--- src/aes3pcm_pkg.sv ---
`timescale 1ns / 1ps
`default_nettype none
// ---------------------------------------------------------------------------
// AES3 element to PCM: shared package
// Types and constants used by the configuration, parser and output stages.
// ---------------------------------------------------------------------------
package aes3pcm_pkg;

  // Channel words per sample group and the header position reached once
  // the parser is in the payload.
  localparam int unsigned CHANNELS      = 8;
  localparam int unsigned CH_W          = $clog2(CHANNELS);
  localparam logic [2:0]  HDR_PAYLOAD   = 3'd4;
  localparam logic [1:0]  WORD_LAST_POS = 2'd3;

  // Sample size code that selects 16-bit output. Every other code means 24.
  localparam logic [1:0]  SAMPLE_BYTES_16 = 2'd2;

  // Register reset values.
  localparam logic [1:0]  SAMPLE_BYTES_RST  = 2'd3;
  localparam logic [3:0]  LEAD_CHANNELS_RST = 4'd8;
  localparam logic [3:0]  LEAD_CHANNELS_MAX = 4'd8;

  // Configuration register indexes.
  typedef enum logic [1:0] {
    REG_SAMPLE_BYTES        = 2'd0,
    REG_SINGLE_CHANNEL_MODE = 2'd1,
    REG_SELECTED_CHANNEL    = 2'd2,
    REG_LEAD_CHANNELS       = 2'd3
  } cfg_reg_t;

  // Current register contents as seen by the parser.
  typedef struct packed {
    logic [1:0]      sample_bytes;
    logic            single_channel_mode;
    logic [CH_W-1:0] selected_channel;
    logic [3:0]      lead_channels;
  } cfg_t;

  // One result item.
  typedef struct packed {
    logic            last_of_element;
    logic [CH_W-1:0] channel_index;
    logic [23:0]     pcm_sample;
  } result_t;

endpackage : aes3pcm_pkg
`default_nettype wire

--- src/aes3pcm_cfg.sv ---
`timescale 1ns / 1ps
`default_nettype none
// ---------------------------------------------------------------------------
// AES3 element to PCM: configuration registers
// Holds the four control registers written through the plain write port.
// ---------------------------------------------------------------------------
module aes3pcm_cfg
  import aes3pcm_pkg::*;
(
  input  wire logic       clk,
  input  wire logic       rst,
  input  wire logic       cfg_wr_en,
  input  wire logic [1:0] cfg_index,
  input  wire logic [3:0] cfg_wdata,
  output cfg_t            cfg
);

  cfg_t cfg_reg;

  // Register file update, one register per write.
  always_ff @(posedge clk) begin
    if (rst) begin
      cfg_reg.sample_bytes        <= SAMPLE_BYTES_RST;
      cfg_reg.single_channel_mode <= 1'b0;
      cfg_reg.selected_channel    <= '0;
      cfg_reg.lead_channels       <= LEAD_CHANNELS_RST;
    end else if (cfg_wr_en) begin
      case (cfg_reg_t'(cfg_index))
        REG_SAMPLE_BYTES:        cfg_reg.sample_bytes        <= cfg_wdata[1:0];
        REG_SINGLE_CHANNEL_MODE: cfg_reg.single_channel_mode <= cfg_wdata[0];
        REG_SELECTED_CHANNEL:    cfg_reg.selected_channel    <= cfg_wdata[CH_W-1:0];
        REG_LEAD_CHANNELS:       cfg_reg.lead_channels       <= cfg_wdata;
        default: ;
      endcase
    end
  end

  assign cfg = cfg_reg;

endmodule : aes3pcm_cfg
`default_nettype wire

--- src/aes3pcm_parse.sv ---
`timescale 1ns / 1ps
`default_nettype none
// ---------------------------------------------------------------------------
// AES3 element to PCM: element parser
// Tracks header and channel-word position per byte and forms the PCM sample
// when the fourth byte of a channel word arrives.
// ---------------------------------------------------------------------------
module aes3pcm_parse
  import aes3pcm_pkg::*;
(
  input  wire logic       clk,
  input  wire logic       rst,
  input  wire logic       accept,
  input  wire logic [7:0] element_byte,
  input  wire logic       element_start,
  input  cfg_t            cfg,
  output logic            res_valid,
  output result_t         res
);

  logic [2:0]      header_position,    header_position_next;
  logic [15:0]     sample_total,       sample_total_next;
  logic [7:0]      valid_mask,         valid_mask_next;
  logic [15:0]     samples_seen,       samples_seen_next;
  logic [CH_W-1:0] word_channel,       word_channel_next;
  logic [1:0]      word_byte_position, word_byte_position_next;
  logic [23:0]     word_bytes_held,    word_bytes_held_next;
  logic            element_finished,   element_finished_next;

  logic [31:0]     word;
  logic [23:0]     sample;
  logic [3:0]      limit;
  logic [CH_W-1:0] last_ch;
  logic            emit;
  logic            last;
  logic            word_done;

  // Sample extraction from the completed word.
  always_comb begin
    word = {element_byte, word_bytes_held};
    if (cfg.sample_bytes == SAMPLE_BYTES_16) begin
      sample = {8'h00, word[27:12]};
    end else begin
      sample = word[27:4];
    end
    if (!valid_mask[word_channel]) begin
      sample = '0;
    end
    limit = (cfg.lead_channels > LEAD_CHANNELS_MAX) ? LEAD_CHANNELS_MAX
                                                    : cfg.lead_channels;
    if (cfg.single_channel_mode) begin
      emit    = (word_channel == cfg.selected_channel);
      last_ch = cfg.selected_channel;
    end else begin
      emit    = ({1'b0, word_channel} < limit);
      last_ch = CH_W'(limit - 4'd1);
    end
    last = emit && (word_channel == last_ch) &&
           ({1'b0, samples_seen} + 17'd1 == {1'b0, sample_total});
  end

  // A word completes on its fourth payload byte.
  assign word_done = accept && !element_start && !element_finished &&
                     (header_position >= HDR_PAYLOAD) &&
                     (word_byte_position == WORD_LAST_POS);

  // Next state of the parser.
  always_comb begin
    header_position_next    = header_position;
    sample_total_next       = sample_total;
    valid_mask_next         = valid_mask;
    samples_seen_next       = samples_seen;
    word_channel_next       = word_channel;
    word_byte_position_next = word_byte_position;
    word_bytes_held_next    = word_bytes_held;
    element_finished_next   = element_finished;
    if (accept) begin
      if (element_start) begin
        header_position_next    = 3'd1;
        sample_total_next       = '0;
        valid_mask_next         = '0;
        samples_seen_next       = '0;
        word_channel_next       = '0;
        word_byte_position_next = '0;
        word_bytes_held_next    = '0;
        element_finished_next   = 1'b0;
      end else if (!element_finished) begin
        if (header_position < HDR_PAYLOAD) begin
          // Header bytes: sample count low, high, then the valid mask.
          case (header_position)
            3'd1: sample_total_next[7:0]  = element_byte;
            3'd2: sample_total_next[15:8] = element_byte;
            default: begin
              valid_mask_next = element_byte;
              if (sample_total == 16'd0) begin
                element_finished_next = 1'b1;
              end
            end
          endcase
          header_position_next = header_position + 3'd1;
        end else if (word_byte_position != WORD_LAST_POS) begin
          // Collect the first three bytes of a channel word.
          case (word_byte_position)
            2'd0:    word_bytes_held_next[7:0]   = element_byte;
            2'd1:    word_bytes_held_next[15:8]  = element_byte;
            default: word_bytes_held_next[23:16] = element_byte;
          endcase
          word_byte_position_next = word_byte_position + 2'd1;
        end else begin
          // Word complete: step to the next channel and count samples.
          word_byte_position_next = '0;
          word_bytes_held_next    = '0;
          word_channel_next       = word_channel + CH_W'(1);
          if (word_channel == CH_W'(CHANNELS - 1)) begin
            samples_seen_next = samples_seen + 16'd1;
            if (samples_seen + 16'd1 == sample_total) begin
              element_finished_next = 1'b1;
            end
          end
        end
      end
    end
  end

  // Parser state registers.
  always_ff @(posedge clk) begin
    if (rst) begin
      header_position    <= '0;
      sample_total       <= '0;
      valid_mask         <= '0;
      samples_seen       <= '0;
      word_channel       <= '0;
      word_byte_position <= '0;
      word_bytes_held    <= '0;
      element_finished   <= 1'b1;
    end else begin
      header_position    <= header_position_next;
      sample_total       <= sample_total_next;
      valid_mask         <= valid_mask_next;
      samples_seen       <= samples_seen_next;
      word_channel       <= word_channel_next;
      word_byte_position <= word_byte_position_next;
      word_bytes_held    <= word_bytes_held_next;
      element_finished   <= element_finished_next;
    end
  end

  // Result toward the output buffer.
  assign res_valid           = word_done && emit;
  assign res.pcm_sample      = sample;
  assign res.channel_index   = word_channel;
  assign res.last_of_element = last;

`ifndef NO_ASSERTIONS
  // A start byte always reopens header parsing.
  assert property (@(posedge clk) disable iff (rst)
    accept && element_start |=> header_position == 3'd1 && !element_finished)
    else $error("start byte did not restart header parsing");

  // Results only come from accepted payload bytes, never from a start byte.
  assert property (@(posedge clk) disable iff (rst)
    res_valid |-> accept && !element_start && header_position >= HDR_PAYLOAD)
    else $error("result produced outside the payload");

  // Bytes of a finished element leave the sample counters alone.
  assert property (@(posedge clk) disable iff (rst)
    accept && !element_start && element_finished |=>
      $stable(samples_seen) && $stable(word_channel))
    else $error("finished element still advanced");

  // After the last sample on channel 7 in multi-channel mode the element is finished.
  assert property (@(posedge clk) disable iff (rst)
    res_valid && res.last_of_element && !cfg.single_channel_mode &&
      word_channel == CH_W'(CHANNELS - 1) |=> element_finished)
    else $error("element not finished after its last sample");
`endif

endmodule : aes3pcm_parse
`default_nettype wire

--- src/aes3pcm_out_buf.sv ---
`timescale 1ns / 1ps
`default_nettype none
// ---------------------------------------------------------------------------
// AES3 element to PCM: output buffer
// Output register with a skid entry, so the input keeps flowing while one
// result waits for the downstream side.
// ---------------------------------------------------------------------------
module aes3pcm_out_buf
  import aes3pcm_pkg::*;
(
  input  wire logic clk,
  input  wire logic rst,
  input  wire logic push,
  input  result_t   push_data,
  output logic      space,
  output logic      out_valid,
  input  wire logic out_ready,
  output result_t   out_data
);

  logic    head_valid;
  logic    skid_valid;
  result_t head;
  result_t skid;
  logic    pop;

  assign pop = head_valid && out_ready;

  // Head and skid update; push never arrives while the skid is occupied.
  always_ff @(posedge clk) begin
    if (rst) begin
      head_valid <= 1'b0;
      skid_valid <= 1'b0;
    end else if (pop) begin
      if (skid_valid) begin
        skid_valid <= 1'b0;
      end else begin
        head_valid <= push;
      end
    end else if (push) begin
      if (head_valid) begin
        skid_valid <= 1'b1;
      end else begin
        head_valid <= 1'b1;
      end
    end
  end

  // Payload registers.
  always_ff @(posedge clk) begin
    if (pop) begin
      if (skid_valid) begin
        head <= skid;
      end else if (push) begin
        head <= push_data;
      end
    end else if (push) begin
      if (head_valid) begin
        skid <= push_data;
      end else begin
        head <= push_data;
      end
    end
  end

  assign space     = !skid_valid;
  assign out_valid = head_valid;
  assign out_data  = head;

`ifndef NO_ASSERTIONS
  // The skid entry is only used behind a valid head.
  assert property (@(posedge clk) disable iff (rst)
    skid_valid |-> head_valid)
    else $error("skid entry filled with empty head");

  // A push is only made while there is room.
  assert property (@(posedge clk) disable iff (rst)
    push |-> !skid_valid)
    else $error("push into a full buffer");

  // A stalled head with a waiting skid keeps both entries.
  assert property (@(posedge clk) disable iff (rst)
    head_valid && !out_ready && skid_valid |=> skid_valid && $stable(head))
    else $error("buffered result lost during stall");
`endif

endmodule : aes3pcm_out_buf
`default_nettype wire

--- src/aes3_element_to_pcm_unit.sv ---
`timescale 1ns / 1ps
`default_nettype none
// ---------------------------------------------------------------------------
// AES3 element to PCM unit
// Turns a byte stream of eight-channel AES3 elements into PCM samples.
//
//   Channel   Dir  Fields (low bit up)
//   s_axis    in   tdata: element_byte[7:0]; tuser: element_start
//   m_axis    out  tdata: pcm_sample[23:0], channel_index[26:24], zero pad;
//                  tlast: last_of_element
//   cfg       in   index 0..3: sample_bytes, single_channel_mode,
//                  selected_channel, lead channel count
//
// One byte is accepted per cycle while s_axis_tready is high; a sample is
// registered into a two-entry output buffer when its final word byte is accepted.
// s_axis_tready drops only while both buffer entries hold results.
// Synchronous reset clears the parser to idle (waiting for a start byte)
// and loads the register defaults; no clearing pass is needed.
// ---------------------------------------------------------------------------
module aes3_element_to_pcm_unit
  import aes3pcm_pkg::*;
(
  input  wire logic        clk,
  input  wire logic        rst,
  // Input byte stream.
  input  wire logic        s_axis_tvalid,
  output logic             s_axis_tready,
  input  wire logic [7:0]  s_axis_tdata,   // element_byte[7:0]
  input  wire logic        s_axis_tuser,   // element_start
  // Output sample stream.
  output logic             m_axis_tvalid,
  input  wire logic        m_axis_tready,
  output logic [31:0]      m_axis_tdata,   // pcm_sample[23:0], channel_index[26:24]
  output logic             m_axis_tlast,
  // Configuration write port.
  input  wire logic        cfg_wr_en,
  input  wire logic [1:0]  cfg_index,
  input  wire logic [3:0]  cfg_wdata
);

  cfg_t    cfg;
  logic    accept;
  logic    res_valid;
  result_t res;
  result_t out_data;

  // Input transaction handshake.
  assign accept = s_axis_tvalid && s_axis_tready;

  aes3pcm_cfg u_cfg (
    .clk       (clk),
    .rst       (rst),
    .cfg_wr_en (cfg_wr_en),
    .cfg_index (cfg_index),
    .cfg_wdata (cfg_wdata),
    .cfg       (cfg)
  );

  aes3pcm_parse u_parse (
    .clk           (clk),
    .rst           (rst),
    .accept        (accept),
    .element_byte  (s_axis_tdata),
    .element_start (s_axis_tuser),
    .cfg           (cfg),
    .res_valid     (res_valid),
    .res           (res)
  );

  aes3pcm_out_buf u_out_buf (
    .clk       (clk),
    .rst       (rst),
    .push      (res_valid),
    .push_data (res),
    .space     (s_axis_tready),
    .out_valid (m_axis_tvalid),
    .out_ready (m_axis_tready),
    .out_data  (out_data)
  );

  // Output packing.
  assign m_axis_tdata = {5'b0, out_data.channel_index, out_data.pcm_sample};
  assign m_axis_tlast = out_data.last_of_element;

endmodule : aes3_element_to_pcm_unit
`default_nettype wire

--- config.mk ---
export PLATFORM = sky130hd
export DESIGN_NAME = aes3_element_to_pcm_unit
export DESIGN_NICKNAME = d
export VERILOG_FILES = /design/src/aes3pcm_pkg.sv /design/src/aes3pcm_cfg.sv /design/src/aes3pcm_parse.sv /design/src/aes3pcm_out_buf.sv /design/src/aes3_element_to_pcm_unit.sv
export SDC_FILE = /design/constraint.sdc
export NUM_CORES = 1
export LEC_CHECK = 0
export BUFFER_PORTS_ARGS = -buffer_cell sky130_fd_sc_hd__buf_2
export CAP_MARGIN = 20
export CELL_PAD_IN_SITES_DETAIL_PLACEMENT = 0
export CELL_PAD_IN_SITES_GLOBAL_PLACEMENT = 2
export CORE_MARGIN = 4
export CORE_UTILIZATION = 39
export CTS_CLUSTER_DIAMETER = 80
export DETAILED_ROUTE_END_ITERATION = 12
export PLACE_DENSITY = 0.79
export SETUP_SLACK_MARGIN = 0.15
export SYNTH_ARGS = -nofsm -noshare
export SYNTH_HDL_FRONTEND = slang
export SYNTH_HIERARCHICAL = 1
export SYNTH_SLANG_ARGS = --single-unit
--- constraint.sdc ---
create_clock -name clk -period 4.5 [get_ports clk]
set_input_delay 0.45 -clock clk [delete_from_list [all_inputs] [get_ports clk]]
set_output_delay 0.45 -clock clk [all_outputs]
set_load 0.03 [all_outputs]
Word-level counts from Yosys, hierarchy flattened:

Cells that the tools add are included.

* bitwise logic cells: 1
* eq/ne operators: 23
* muxes and demuxes: 55
* $add $sub $neg: 6
* $lt $le $gt $ge: 5
* reduce and logical (&&, ||, !) cells: 42

Operators by type and width (number)
* $mux 24: 6
* $mux 28: 5
* $mux 16: 8
* $mux 8: 9
* $reduce_and 4->1: 7
* $mux 3: 8
* $add 16x1->17 const B: 1
* $eq 17x16->1: 1
* $add 16x1->16 const B: 1
* $eq 16x16->1: 1
* $logic_not 16->1: 1
* $mux 1: 13
* $ne 2x2->1 const B: 6
* $reduce_and 2->1: 6
* $reduce_and 3->1: 4
* $reduce_bool 2->1: 6
* $logic_and 1x1->1: 9
* $ne 3x3->1 const B: 3
* $eq 2x2->1 const B: 4
* $mux 2: 4
* $add 3x1->3 const B: 2
* $eq 3x3->1: 2
* $reduce_or 2->1: 3
* $reduce_and 5->1: 1
* 17 further kinds: 21

* output and inout port bits: 35
* bits in registers: 141

Logic depth before layout (Yosys ltp):

* word-level depth: 10
* mapped depth: 10
* gate-level depth less buffers: 9

Modules after synthesis:

Netlist, hierarchy kept.

Modules (own cells, without submodules)
* aes3pcm_parse: instances 1, area each 4013.8 um2, cells an instance 529, sequential area each 1381.3 um2
* aes3pcm_out_buf: instances 1, area each 2202.1 um2, cells an instance 99, sequential area each 1721.7 um2
* aes3pcm_cfg: instances 1, area each 429.2 um2, cells an instance 42, sequential area each 200.2 um2
* aes3_element_to_pcm_unit: instances 1, area each 47.5 um2, cells an instance 7, sequential area each 0.0 um2

Least setup slack after synthesis:

No wires, ideal clock.

* path kind: register -> register
* start point: register u_out_buf.skid_valid
* end point: register u_out_buf.head, in the netlist u_out_buf/out_data[0], enable pin
* stages on the path, launching flop included: 9
* setup slack: 0.970 ns
* clock period less this slack: 3.530 ns
* arrival: 3.108 ns
* cells stage by stage: dfxtp_1 -> inv_1 -> and2_1 -> clkbuf_1 -> o21ai_0 -> nor2_1 -> and4_1 -> a21oi_1 -> a21oi_1

* cells in the longest elaborated chain, start to end: 9
* elaborated cells on any way between the ends: 10
* those cells by class: 10 x reduce/logical

RTL lines
* start, declared: RTL line aes3pcm_out_buf.sv:22 `logic skid_valid;`
* start signal, assigned: RTL line aes3pcm_out_buf.sv:33 `skid_valid <= 1'b0;`
* start signal, assigned: RTL line aes3pcm_out_buf.sv:36 `skid_valid <= 1'b0;`
* start signal, assigned: RTL line aes3pcm_out_buf.sv:42 `skid_valid <= 1'b1;`
* $logic_not 1->1 (*): RTL line aes3pcm_out_buf.sv:66 `assign space = !skid_valid;`
* net s_axis_tready: RTL line aes3_element_to_pcm_unit.sv:27 `output logic s_axis_tready,`
* $logic_and 1x1->1 (*): RTL line aes3_element_to_pcm_unit.sv:48 `assign accept = s_axis_tvalid && s_axis_tready;`
* net accept: RTL line aes3_element_to_pcm_unit.sv:42 `logic accept;`
* $logic_and 1x1->1 (*) (3 in series): RTL line aes3pcm_parse.sv:63 `assign word_done = accept && !element_start && !element_finished &&`
* $logic_and 1x1->1 (*): RTL line aes3pcm_parse.sv:64 `(header_position >= HDR_PAYLOAD) &&`
* $logic_and 1x1->1 (*): RTL line aes3pcm_parse.sv:149 `assign res_valid = word_done && emit;`
* net res_valid: RTL line aes3_element_to_pcm_unit.sv:43 `logic res_valid;`
* $reduce_bool 2->1 (no source line)
* $reduce_and 3->1 (no source line) (*)
* end signal, assigned: RTL line aes3pcm_out_buf.sv:53 `head <= skid;`
* end signal, assigned: RTL line aes3pcm_out_buf.sv:55 `head <= push_data;`
* end signal, assigned: RTL line aes3pcm_out_buf.sv:61 `head <= push_data;`
* end, declared: RTL line aes3pcm_out_buf.sv:23 `result_t head;`

The timed path passes the listed nets; every way through them passes the cells marked *.
A chain may end at the register's enable or synchronous reset.

==> impl_metrics.tcl <==
set metrics [dict create \
    hp-class "primary input to flip-flop" \
    clockRootBuffer "clkbuf_16" \
    leakage_uw 0.00266 \
    nNetsFinal 744 \
    io_pins 55 \
    worstMarginPinSlew_ps 1000 \
    p_per_area_nw_per_um2 367 \
    whs_ps 284 \
    swShare_pct 23.1 \
    drt_iter0_markers 428 \
    fin_util_pct 45.7 \
    antenna_found_initial 0 \
    grt_usage_pct 16.5 \
    synth_xor_area_share_pct 3.93 \
    end_kind "flip-flop" \
    sequentialPowerShare_pct 46.6 \
    power.total_uw 2800 \
    crit_required_ps 4670 \
    synth_area_um2 6690 \
    rsz0062_at_grt "false" \
    cts_buffer_depth 2 \
    criticalPathCategory "flip-flop to flip-flop" \
    hold_viol_final 0 \
    core_um2 16700 \
    ys_ff_latch 137 \
    synthSimpleGateAreaFrac_pct 19.6 \
    start_util_pct 40.1 \
    cts.clk_slew.worst_paths_ps 60 \
    synth_flop_cell "dfxtp_1" \
    drc 0 \
    synth_top_family_by_area "simple AND/OR/NAND/NOR gates" \
    final.period_utilization_pct 61.6 \
    die_h_um 139 \
    overflow 0 \
    ir_worst_vdd_uv 261 \
    cts_tree "done" \
    p_clk_share_pct 48.6 \
    ys_types 61 \
    crit_path_max_fanout 8 \
    rows 47 \
    synth_compound_area_share_pct 12.5 \
    maxCapViolCount 0 \
    drive_above_1_share_pct 17.9 \
    clk_latency_ps 410 \
    cp-start-kind "flip-flop" \
    synth_cells 677 \
    yosysWarnings 6 \
    syn_area_per_cell_um2 9.89 \
    cts.repair.resized 0 \
    synth_edf_count 56 \
    vias_per_cell 5.33 \
    cell_internal_pwr_uw 2160 \
    synth_fa_ha_area_share_pct 2.24 \
    dr.pass1.iters 5 \
    tns_ps 0 \
    vias 5036 \
    routed_wl_mm 15.8 \
    numCtsBuffers 17 \
    max-slew-margin-rel_pct 32.7 \
    cts.sinks 137 \
    avgRoutedWirePerCell_um 16.7 \
    hold_buffers 0 \
    switching_power_uw 647 \
    finalClockSkew_ps 8.72 \
    antenna_cells 0 \
    slew_violations 0 \
    drtAntennaViolNets 0 \
    post_cts_buffers 0 \
    fmax_mhz 361 \
    setup_violations 0 \
    grt_max_degree 54 \
    dp_hpwl_mm 10.8 \
    die_w_um 139 \
    grt_pass1_vias 4757 \
    status "completed" \
    grt_pass1_wl_mm 25.6 \
    dieArea_um2 19300 \
    yosysSeqAreaShare_pct 49.4 \
    areaGrowthSynthToFinish_pct 14.1 \
    synthArstFlopShare_pct 0 \
    place.port_buffers 49 \
    gp_congestion 0.792 \
    worst_ep_arrival_time_ps 2940 \
    p_comb_share_pct 4.8 \
    cts.htree.levels 4 \
    finalWorstPathRequiredPeriod_ps 2770 \
    synthMuxAreaShare_pct 8.52 \
]
final timing paths:
path                                from                     endpoint  slack (ps)  cells past startpoint
max              u_parse/samples_seen[0]       u_out_buf/out_data[27]        1730                      8
min                        m_axis_tready         u_out_buf/skid_valid         280                      2
max reg2reg      u_parse/samples_seen[0]       u_out_buf/out_data[27]        1730                      8
min reg2reg  u_parse/word_bytes_held[10]  u_parse/word_bytes_held[10]         460                      2
cell usage after synthesis (2+ instances only):
cell type  count  area, um2
a31oi_1        4       25.0
and3_4         2       22.5
buf_1          2       7.51
ha_1          12        150
nor3_1         4       20.0
nand2_1       63        236
a22oi_1       21        158
or4_1          2       15.0
and4_1         2       17.5
o31ai_1        3       22.5
and3_1         3       18.8
and2_1        11       68.8
xor2_1        11       96.3
o21ai_1        2       10.0
a211oi_1       4       30.0
mux2i_1       11        110
inv_1         10       37.5
buf_4          9       67.6
nand4b_1       3       26.3
o21ai_0       25        125
nand2b_1      16        100
xnor2_1       19        166
buf_6          2       22.5
mux4_2         2       45.0
nand3b_1       8       60.1
nor3b_1       13       97.6
nand3_1       16       80.1
or3_1          3       18.8
nor2b_1        4       25.0
edfxtp_1      56       1680
o2111ai_1      3       26.3
a21o_1         3       22.5
nor2_1        85        319
o21a_1         2       15.0
mux2_2         9        101
nand4_1        5       31.3
mux2_4        20        300
a21oi_1       70        350
nor4_1         7       43.8
dfxtp_1       81       1620
clkbuf_1      25       93.8
buf_2          5       25.0
worst max-delay path: stages, from the launching register on:
cell     delay, ps
dfxtp_1        480
ha_1           330
and3_4         240
nand4_1        230
nor3_1         490
nand3_1        220
nand4_1        190
nor4_1          80
mux2_2         280
cells in the final DEF, fill, tap and decap left out, types with 8 or more instances in the layout:
master,n
nand3b_1,8
inv_1,10
dfxtp_1,81
a22oi_1,21
mux2_2,9
clkbuf_16,17
a21oi_1,69
edfxtp_1,56
and2_1,11
nor3b_1,13
nand3_1,16
mux2_4,20
mux2i_1,11
nor2_1,85
ha_1,12
xor2_1,11
xnor2_1,19
nand2b_1,16
o21ai_0,25
nand2_1,63
buf_2,49
per-stage QoR:
step                      cells  area, um2  worst slack, ps
after floorplan             681       6710              970
after global placement      913       7060             1730
after detailed placement    913       7060             1620
after CTS                   945       7640             1720
after global routing        945       7640             1480
final                       945       7640             1730
power groups by stage:
stage                     clock network [uW]  registers [uW]  logic (uW)
after floorplan                            0            1330        93.4
after global placement                     0            1330         130
after detailed placement                   0            1330         132
after CTS                               1400            1310         133
after global routing                    1450            1310         148
final                                   1360            1310         133
layout make-up:
cell class / count / area [um2]
fill: 1645 / 9060
sequential: 137 / 3300
multi-input combinational: 491 / 3150
clock buffer: 18 / 429
timing repair buffer: 55 / 290
tap: 220 / 275
clock inverter: 14 / 149
inverter: 10 / 37.5
layer usage:
| metal | part of all wire [%] | routed length, um | vias to the layer above | global-route usage, % |
|---|---|---|---|---|
| li1 | - | - | 2468 | - |
| met1 | 48 | 7550 | 2437 | 22.8 |
| met2 | 46 | 7300 | 115 | 25.6 |
| met3 | 4.9 | 774 | 16 | 4.45 |
| met4 | 1.2 | 191 | 0 | 4.69 |
| met5 | 0 | 0 | - | 0 |
cells by family after synthesis:
logic type / after synthesis
simple gates: 259
compound gates: 142
flops: 137
buf+inv: 53
mux: 43
xor+xnor: 30
fa+ha+maj: 12
other cells: 1
Note: power is estimated with default switching activity, not from simulation.
